<file path="config.mk">
export PLATFORM = sky130hd
export DESIGN_NAME = table_linear_interpolation
export DESIGN_NICKNAME = d
export VERILOG_FILES = /design/src/rtl/tli_pkg.sv /design/src/rtl/table_linear_interpolation.sv
export SDC_FILE = /design/constraint.sdc
export NUM_CORES = 2
export LEC_CHECK = 0
export BUFFER_PORTS_ARGS = -buffer_cell sky130_fd_sc_hd__buf_4
export CORE_MARGIN = 1
export CORE_UTILIZATION = 60
export CTS_CLUSTER_DIAMETER = 100
export CTS_CLUSTER_SIZE = 20
export DETAILED_ROUTE_END_ITERATION = 8
export PLACE_DENSITY = 0.8
export SETUP_SLACK_MARGIN = 0.05
export SLEW_MARGIN = 20
export SYNTH_ARGS = -nofsm -noshare
export SYNTH_HDL_FRONTEND = slang
export SYNTH_SLANG_ARGS = --single-unit
</file>
<file path="constraint.sdc">
create_clock -name clock -period 10.2 [get_ports clock]
set_input_delay 0.51 -clock clock [delete_from_list [all_inputs] [get_ports clock]]
set_output_delay 0.51 -clock clock [all_outputs]
set_load 0.05 [all_outputs]
</file>
<file path="src/rtl/tli_pkg.sv">
// tli_pkg: shared constants and types of the table linear interpolation block
`timescale 1ns / 1ps

package tli_pkg;

   localparam int MAX_POINTS = 16;
   localparam int IDX_W      = $clog2(MAX_POINTS);

   localparam int DATA_W     = 16;
   localparam int COUNT_W    = 5;
   localparam int INDEX_W    = 4;
   localparam int REQ_DATA_W = 56;
   localparam int RSP_DATA_W = 16;

   localparam logic [COUNT_W-1:0] COUNT_RESET = 5'd16;

   // radix-2 divider: one quotient bit per step
   localparam int DIV_STEPS = DATA_W;
   localparam int DIV_CNT_W = $clog2(DIV_STEPS);

   // operation codes carried in tuser
   localparam logic OP_WRITE  = 1'b0;
   localparam logic OP_LOOKUP = 1'b1;

   typedef enum logic [3:0] {
      ST_IDLE,
      ST_TOP,
      ST_FIRST,
      ST_WALK,
      ST_MUL,
      ST_PREP,
      ST_DIV,
      ST_FIN,
      ST_DONE
   } state_type;

endpackage

</file>
<file path="src/rtl/table_linear_interpolation.sv">
// table_linear_interpolation: point table with clamped piecewise linear lookup
`timescale 1ns / 1ps

// channel  dir  beat contents (lowest bits first)
// req_     in   tuser: operation; tdata: point_index, axis_value, table_value, query_x
// rsp_     out  tdata: result_y
// csr_     in   write strobe and data of point_count
//
// a write beat gives no result; the next beat can follow at once
// a lookup at or above the last point or at or below the first takes that point's value;
//   otherwise it walks the bins, reading one table entry per cycle (up to 15 reads), and
//   on finding its bin runs a multiply step, a set-up step, a 16-step radix-2 divider and
//   a saturation step; the next beat can be taken in the cycle in which the result shows
// reset is synchronous; point_count returns to 16, the table itself is not cleared
// a held result in the output register does not stop new beats; only a finished lookup
//   waits for that register to free up

module table_linear_interpolation (
   input  logic                               clock,
   input  logic                               reset,
   // operation
   input  logic                               req_tuser,
   // point_index [3:0], axis_value [19:4], table_value [35:20], query_x [51:36], zero pad
   input  logic [tli_pkg::REQ_DATA_W-1:0]     req_tdata,
   input  logic                               req_tvalid,
   output logic                               req_tready,
   // result_y [15:0]
   output logic [tli_pkg::RSP_DATA_W-1:0]     rsp_tdata,
   output logic                               rsp_tvalid,
   input  logic                               rsp_tready,
   input  logic                               csr_wr_en,
   input  logic [tli_pkg::COUNT_W-1:0]        csr_wr_data
);

   localparam int IW = tli_pkg::IDX_W;
   localparam int DW = tli_pkg::DATA_W;

   // request fields
   logic [tli_pkg::INDEX_W-1:0] req_index;
   logic signed [DW-1:0]        req_axis;
   logic signed [DW-1:0]        req_value;
   logic signed [DW-1:0]        req_x;
   logic                        req_fire;
   logic                        wr_fire;
   logic                        lookup_fire;
   logic                        wr_in_range;

   assign req_index = req_tdata[3:0];
   assign req_axis  = req_tdata[19:4];
   assign req_value = req_tdata[35:20];
   assign req_x     = req_tdata[51:36];

   assign req_fire    = req_tvalid && req_tready;
   assign wr_fire     = req_fire && (req_tuser == tli_pkg::OP_WRITE);
   assign lookup_fire = req_fire && (req_tuser == tli_pkg::OP_LOOKUP);
   assign wr_in_range = (32'(req_index) < tli_pkg::MAX_POINTS);

   // point table: value in the upper half, axis in the lower half
   logic [2*DW-1:0] table_mem [tli_pkg::MAX_POINTS];
   logic [2*DW-1:0] rd_data_ff;
   logic [IW-1:0]   rd_addr;
   logic signed [DW-1:0] rd_axis;
   logic signed [DW-1:0] rd_value;

   assign rd_axis  = rd_data_ff[DW-1:0];
   assign rd_value = rd_data_ff[2*DW-1:DW];

   always_ff @(posedge clock) begin
      if (wr_fire && wr_in_range) begin
         table_mem[IW'(req_index)] <= {req_value, req_axis};
      end
   end

   // writes are only taken while idle, so a lookup never reads an entry mid-update
   always_ff @(posedge clock) begin
      rd_data_ff <= table_mem[rd_addr];
   end

   // configuration
   logic [tli_pkg::COUNT_W-1:0] point_count_ff;
   logic [IW-1:0]               top_idx;

   always_ff @(posedge clock) begin
      if (reset) begin
         point_count_ff <= tli_pkg::COUNT_RESET;
      end else if (csr_wr_en) begin
         point_count_ff <= csr_wr_data;
      end
   end

   // index of the last point in use, count clamped to one..MAX_POINTS
   always_comb begin
      if (point_count_ff == '0) begin
         top_idx = '0;
      end else if (32'(point_count_ff) > tli_pkg::MAX_POINTS) begin
         top_idx = IW'(tli_pkg::MAX_POINTS - 1);
      end else begin
         top_idx = IW'(point_count_ff - tli_pkg::COUNT_W'(1));
      end
   end

   // lookup state
   tli_pkg::state_type state_ff;
   tli_pkg::state_type state_in;

   logic signed [DW-1:0]   x_ff;
   logic [IW-1:0]          idx_ff;
   logic signed [DW-1:0]   hi_axis_ff;     // upper end of the bin
   logic signed [DW-1:0]   hi_value_ff;
   logic signed [DW-1:0]   lo_axis_ff;     // lower end of the bin
   logic signed [DW-1:0]   lo_value_ff;
   logic signed [2*DW+1:0] prod_ff;
   logic [DW-1:0]          width_ff;
   logic                   neg_ff;
   logic [DW-1:0]          rem_ff;
   logic [DW-1:0]          quo_ff;
   logic [tli_pkg::DIV_CNT_W-1:0] cnt_ff;
   logic signed [DW-1:0]   res_ff;
   logic                   rsp_valid_ff;
   logic [DW-1:0]          rsp_data_ff;

   logic x_ge, x_le, x_gt, x_eq;
   logic out_free;
   logic div_last;

   assign x_ge     = (x_ff >= rd_axis);
   assign x_le     = (x_ff <= rd_axis);
   assign x_gt     = (x_ff > rd_axis);
   assign x_eq     = (x_ff == rd_axis);
   assign out_free = !rsp_valid_ff || rsp_tready;
   assign div_last = (cnt_ff == tli_pkg::DIV_CNT_W'(tli_pkg::DIV_STEPS - 1));

   // next state
   always_comb begin
      state_in = state_ff;
      case (state_ff)
         tli_pkg::ST_IDLE: begin
            if (lookup_fire) state_in = tli_pkg::ST_TOP;
         end
         tli_pkg::ST_TOP: begin
            if (x_ge) state_in = tli_pkg::ST_DONE;
            else      state_in = tli_pkg::ST_FIRST;
         end
         tli_pkg::ST_FIRST: begin
            if (x_le) state_in = tli_pkg::ST_DONE;
            else      state_in = tli_pkg::ST_WALK;
         end
         tli_pkg::ST_WALK: begin
            if (x_gt)                  state_in = tli_pkg::ST_MUL;
            else if (idx_ff == '0 || x_eq) state_in = tli_pkg::ST_DONE;
         end
         tli_pkg::ST_MUL:  state_in = tli_pkg::ST_PREP;
         tli_pkg::ST_PREP: state_in = tli_pkg::ST_DIV;
         tli_pkg::ST_DIV: begin
            if (div_last) state_in = tli_pkg::ST_FIN;
         end
         tli_pkg::ST_FIN:  state_in = tli_pkg::ST_DONE;
         tli_pkg::ST_DONE: begin
            if (out_free) state_in = tli_pkg::ST_IDLE;
         end
         default: state_in = tli_pkg::ST_IDLE;
      endcase
   end

   // outputs of the state machine
   always_comb begin
      req_tready = 1'b0;
      rd_addr    = idx_ff;
      case (state_ff)
         tli_pkg::ST_IDLE: begin
            req_tready = 1'b1;
            rd_addr    = top_idx;
         end
         tli_pkg::ST_TOP:   rd_addr = '0;
         tli_pkg::ST_FIRST: rd_addr = idx_ff - IW'(1);
         tli_pkg::ST_WALK:  rd_addr = idx_ff - IW'(1);
         default:           rd_addr = idx_ff;
      endcase
   end

   always_ff @(posedge clock) begin
      if (reset) begin
         state_ff <= tli_pkg::ST_IDLE;
      end else begin
         state_ff <= state_in;
      end
   end

   // datapath
   logic signed [DW:0]     dx;
   logic signed [DW:0]     dy;
   logic signed [DW:0]     bin_width;
   logic [2*DW+1:0]        prod_mag;
   logic [DW:0]            trial_shift;
   logic [DW+1:0]          trial_diff;
   logic signed [DW:0]     quo_signed;
   logic signed [DW+1:0]   interp_sum;

   assign dx          = {x_ff[DW-1], x_ff} - {lo_axis_ff[DW-1], lo_axis_ff};
   assign dy          = {hi_value_ff[DW-1], hi_value_ff} - {lo_value_ff[DW-1], lo_value_ff};
   assign bin_width   = {hi_axis_ff[DW-1], hi_axis_ff} - {lo_axis_ff[DW-1], lo_axis_ff};
   assign prod_mag    = prod_ff[2*DW+1] ? (2*DW+2)'(-prod_ff) : prod_ff;
   assign trial_shift = {rem_ff, quo_ff[DW-1]};
   assign trial_diff  = {1'b0, trial_shift} - {2'b00, width_ff};
   assign quo_signed  = neg_ff ? -$signed({1'b0, quo_ff}) : $signed({1'b0, quo_ff});
   assign interp_sum  = {{2{lo_value_ff[DW-1]}}, lo_value_ff}
                      + {quo_signed[DW], quo_signed};

   always_ff @(posedge clock) begin
      case (state_ff)
         tli_pkg::ST_IDLE: begin
            x_ff   <= req_x;
            idx_ff <= top_idx;
         end
         tli_pkg::ST_TOP: begin
            // at or above the last point: clamp to its value
            res_ff      <= rd_value;
            hi_axis_ff  <= rd_axis;
            hi_value_ff <= rd_value;
         end
         tli_pkg::ST_FIRST: begin
            // at or below the first point: clamp to its value
            res_ff <= rd_value;
            idx_ff <= idx_ff - IW'(1);
         end
         tli_pkg::ST_WALK: begin
            res_ff      <= rd_value;
            lo_axis_ff  <= rd_axis;
            lo_value_ff <= rd_value;
            if (!x_gt) begin
               hi_axis_ff  <= rd_axis;
               hi_value_ff <= rd_value;
               idx_ff      <= idx_ff - IW'(1);
            end
         end
         tli_pkg::ST_MUL: begin
            prod_ff  <= dx * dy;
            width_ff <= DW'(bin_width);
         end
         tli_pkg::ST_PREP: begin
            neg_ff <= prod_ff[2*DW+1];
            rem_ff <= prod_mag[2*DW-1:DW];
            quo_ff <= prod_mag[DW-1:0];
            cnt_ff <= '0;
         end
         tli_pkg::ST_DIV: begin
            rem_ff <= trial_diff[DW+1] ? trial_shift[DW-1:0] : trial_diff[DW-1:0];
            quo_ff <= {quo_ff[DW-2:0], !trial_diff[DW+1]};
            cnt_ff <= cnt_ff + tli_pkg::DIV_CNT_W'(1);
         end
         tli_pkg::ST_FIN: begin
            if (interp_sum > 18'sd32767) begin
               res_ff <= 16'sh7fff;
            end else if (interp_sum < -18'sd32768) begin
               res_ff <= 16'sh8000;
            end else begin
               res_ff <= DW'(interp_sum);
            end
         end
         default: begin
         end
      endcase
   end

   // output register
   always_ff @(posedge clock) begin
      if (reset) begin
         rsp_valid_ff <= 1'b0;
      end else if (state_ff == tli_pkg::ST_DONE && out_free) begin
         rsp_valid_ff <= 1'b1;
      end else if (rsp_tready) begin
         rsp_valid_ff <= 1'b0;
      end
   end

   always_ff @(posedge clock) begin
      if (state_ff == tli_pkg::ST_DONE && out_free) begin
         rsp_data_ff <= res_ff;
      end
   end

   assign rsp_tvalid = rsp_valid_ff;
   assign rsp_tdata  = rsp_data_ff;

   // checks
   a_write_no_work: assert property (@(posedge clock) disable iff (reset)
      wr_fire |=> state_ff == tli_pkg::ST_IDLE)
      else $error("write beat started a lookup");

   a_lookup_starts: assert property (@(posedge clock) disable iff (reset)
      lookup_fire |=> state_ff == tli_pkg::ST_TOP)
      else $error("lookup beat did not start the table walk");

   a_div_end: assert property (@(posedge clock) disable iff (reset)
      (state_ff == tli_pkg::ST_DIV && div_last) |=> state_ff == tli_pkg::ST_FIN)
      else $error("divider overran its step count");

   a_result_waits: assert property (@(posedge clock) disable iff (reset)
      (state_ff == tli_pkg::ST_DONE && rsp_valid_ff && !rsp_tready)
      |=> state_ff == tli_pkg::ST_DONE && rsp_valid_ff)
      else $error("result dropped while output register was full");

endmodule
</file>
==> summary.txt <==
status = finished clean
core area = 71,610 um2
reg2reg start = x_ff[0]
area delta synth->final = 7.839%
setup bufs post-CTS = 0
Setup TNS = 0 ns
critical path launch point type = register
Worst-Margin Slew = 1.093 ns
R2R Path End = prod_ff[31]
layout cells sized above 1 = 12.40%
max incr delay on CP = 0.69 ns
Netlist cell types = 70
Setup crit start = x_ff[0]
Hold WC Path Type = primary input to register
Seq/Total Area, Yosys = 51.17%
Avg Inst Size Synth = 13.45 um2
CTS tree = yes
post-cts sizing count = 0
Setup crit end kind = register
top cell type's share of synthesized area = 49.24%
critical path's most frequent cell = fa_1
Crit path required time = 10.55 ns
Sink Count = 756
clk_skew = 0.02466 ns
count leader, synth = edfxtp_1
via count = 26.48k
Initial Util = 60.81%
Final min period = 9.710 ns
reg2reg setup slack = 0.49 ns
fin cells = 4,308
R2R cell count = 33
CTS Buf Count = 45
Synth area leader = edfxtp_1
Clk Tree Root Cell = clkbuf_16
Synth Register Bits = 756
number of global-route vias before repair = 27.80k
Mapped Area = 43,540 um2
hold_buf cts = 0
DR WL met2 = 51.96 mm
WL met3 = 7.659 mm
die footprint = 73,650 um2
Post-Syn Instances = 3,237
clock latency on the worst-skew pair = 0.61 ns
Yosys warning count = 0
Detailed Place HPWL = 70.78 mm
CP Max Fanout = 6
Worst slew margin = 26.88%
row cnt = 98
Inst Count DP = 4,231
clock tree buffer depth = 3
Placer Congestion = 0.9237
Top Ports = 85
first-pass GRT wire length = 159.6 mm
CP Data Arrival Time = 10.06 ns
initial antenna violation count = 8
Slowest-stage cell, CP = xnor2_1
Top delay family on crit path = adder cells
Total GRT Usage = 28.50%
Die Y-Extent = 271.4 um
uppermost layer routed = met5
asr flop ratio synth = 0%
via/cell ratio = 6.146
RSZ-0062 raised after global routing = no
Max H-tree Level = 2
antenna violation net count after detailed routing = 0
dominant synthesized flop cell = edfxtp_1
FMAX = 103.0 MHz
syn_nets = 3,791
cell count along the critical path = 33
final period utilization = 95.20%
ranking of synthesized cells by area = edfxtp_1, fa_1, mux4_2
Bufs and invs on worst path = 6
Final Setup Violations = 0
largest net degree at the start of global routing = 129
DR WL/cell = 23.79 um
1st-pass router iterations = 6
crit path kind = register to register
Routed WL = 102.5 mm
final hold viol count = 0
hold path start = req_tdata[48]
PortBufs = 80
synth cell count leaders = edfxtp_1, inv_1, fa_1, nand2_1, nor2_1
final net count = 3,883
clock slew at reported path FFs = 0.08 ns
starting DRC count in detailed routing = 2,391
drt drc = 0
CP Capture Point = prod_ff[31]
number of flops mapped to enable cells by yosys = 714
grt ovf = 0
Max Cap Viol = 0
Max Slew Vio Count = 0
Die X-Extent = 271.4 um
filler instances = 5,064
met1 wire length = 39.42 mm
## state kept, by name, summed over array words and instances, names as in the netlist
signal	flops
x_ff	16
table_mem	512
neg_ff	1
lo_value_ff	16
rd_data_ff	32
state_ff	4
point_count_ff	5
rsp_tdata	16
prod_ff	33
cnt_ff	4
rem_ff	16
width_ff	16
idx_ff	4
quo_ff	16
hi_axis_ff	16
hi_value_ff	16
rsp_tvalid	1
lo_axis_ff	16
res_ff	16
## cell type report
cell class | count | area, um2 | share of cell area (%)
inverters | 407 | 1528 | 3.254
repair buffers | 147 | 1149 | 2.446
clock buffers | 67 | 1230 | 2.619
diodes | 3 | 7.507 | 0.01599
clock inverters | 6 | 87.58 | 0.1865
multi-input cells | 1972 | 19480 | 41.49
well taps | 950 | 1189 | 2.531
flip-flops and latches | 756 | 22280 | 47.45
## metal layers
metal / vias to the layer above / global-route usage (%)
met1: 13500 / 37.18
met3: 249 / 4.520
met5: - / 0
met2: 1175 / 48.89
met4: 4 / 9.639
li1: 11560 / -
## logic make-up after synthesis
family	synth area share, %
AOI/OAI and AO/OA	5.796
xor gates and xnor gates	3.017
adders and majority gates	19.23
buffers and inverters	4.560
DFF	51.17
muxes	8.601
and+or+nand+nor	7.624
## placed cells by master (no fill, tap or decap), drive strengths merged, types with 18 or more instances in the layout
cell type,netlist,final
edfxtp,714,714
clkbuf,66,67
a211oi,22,22
a21o,29,29
mux2i,49,49
o21ai,126,126
dfxtp,42,42
o21a,18,18
inv,407,413
nor3,37,37
nand3,26,26
xnor2,101,101
nor2,223,223
mux4,128,128
fa,301,301
xor2,49,49
buf,36,147
nand2b,36,36
ha,186,186
nand2,271,271
mux2,33,33
nor2b,41,41
a21oi,90,90
or3,19,19
## per-stage QoR
step	instance area (um2)	utilization (%)	hold WS [ns]	worst slack, ns
2_1_floorplan	43540	-	0.4003	2.011
3_3_place_gp	45600	63.68	0.4212	0.9508
3_5_place_dp	45600	63.68	0.4075	0.6855
4_1_cts	46920	65.52	0.05985	0.6435
5_1_grt	46950	65.57	0.06214	0.1319
6_report	46960	65.57	0.08535	0.4899
## worst min path at each step
stage | to | slack (ns) | depth (start not counted)
floorplan | rsp_tdata[0] | 0.40 | 0
global placement | rsp_tdata[1] | 0.42 | 0
detailed placement | rsp_tdata[0] | 0.41 | 0
CTS | x_ff[12] | 0.06 | 1
global route | x_ff[12] | 0.06 | 1
finish | x_ff[12] | 0.09 | 1
Power is left out: the tool's default activity adds up to more than one toggle a clock period on the data nets, which glitch-free logic cannot reach.
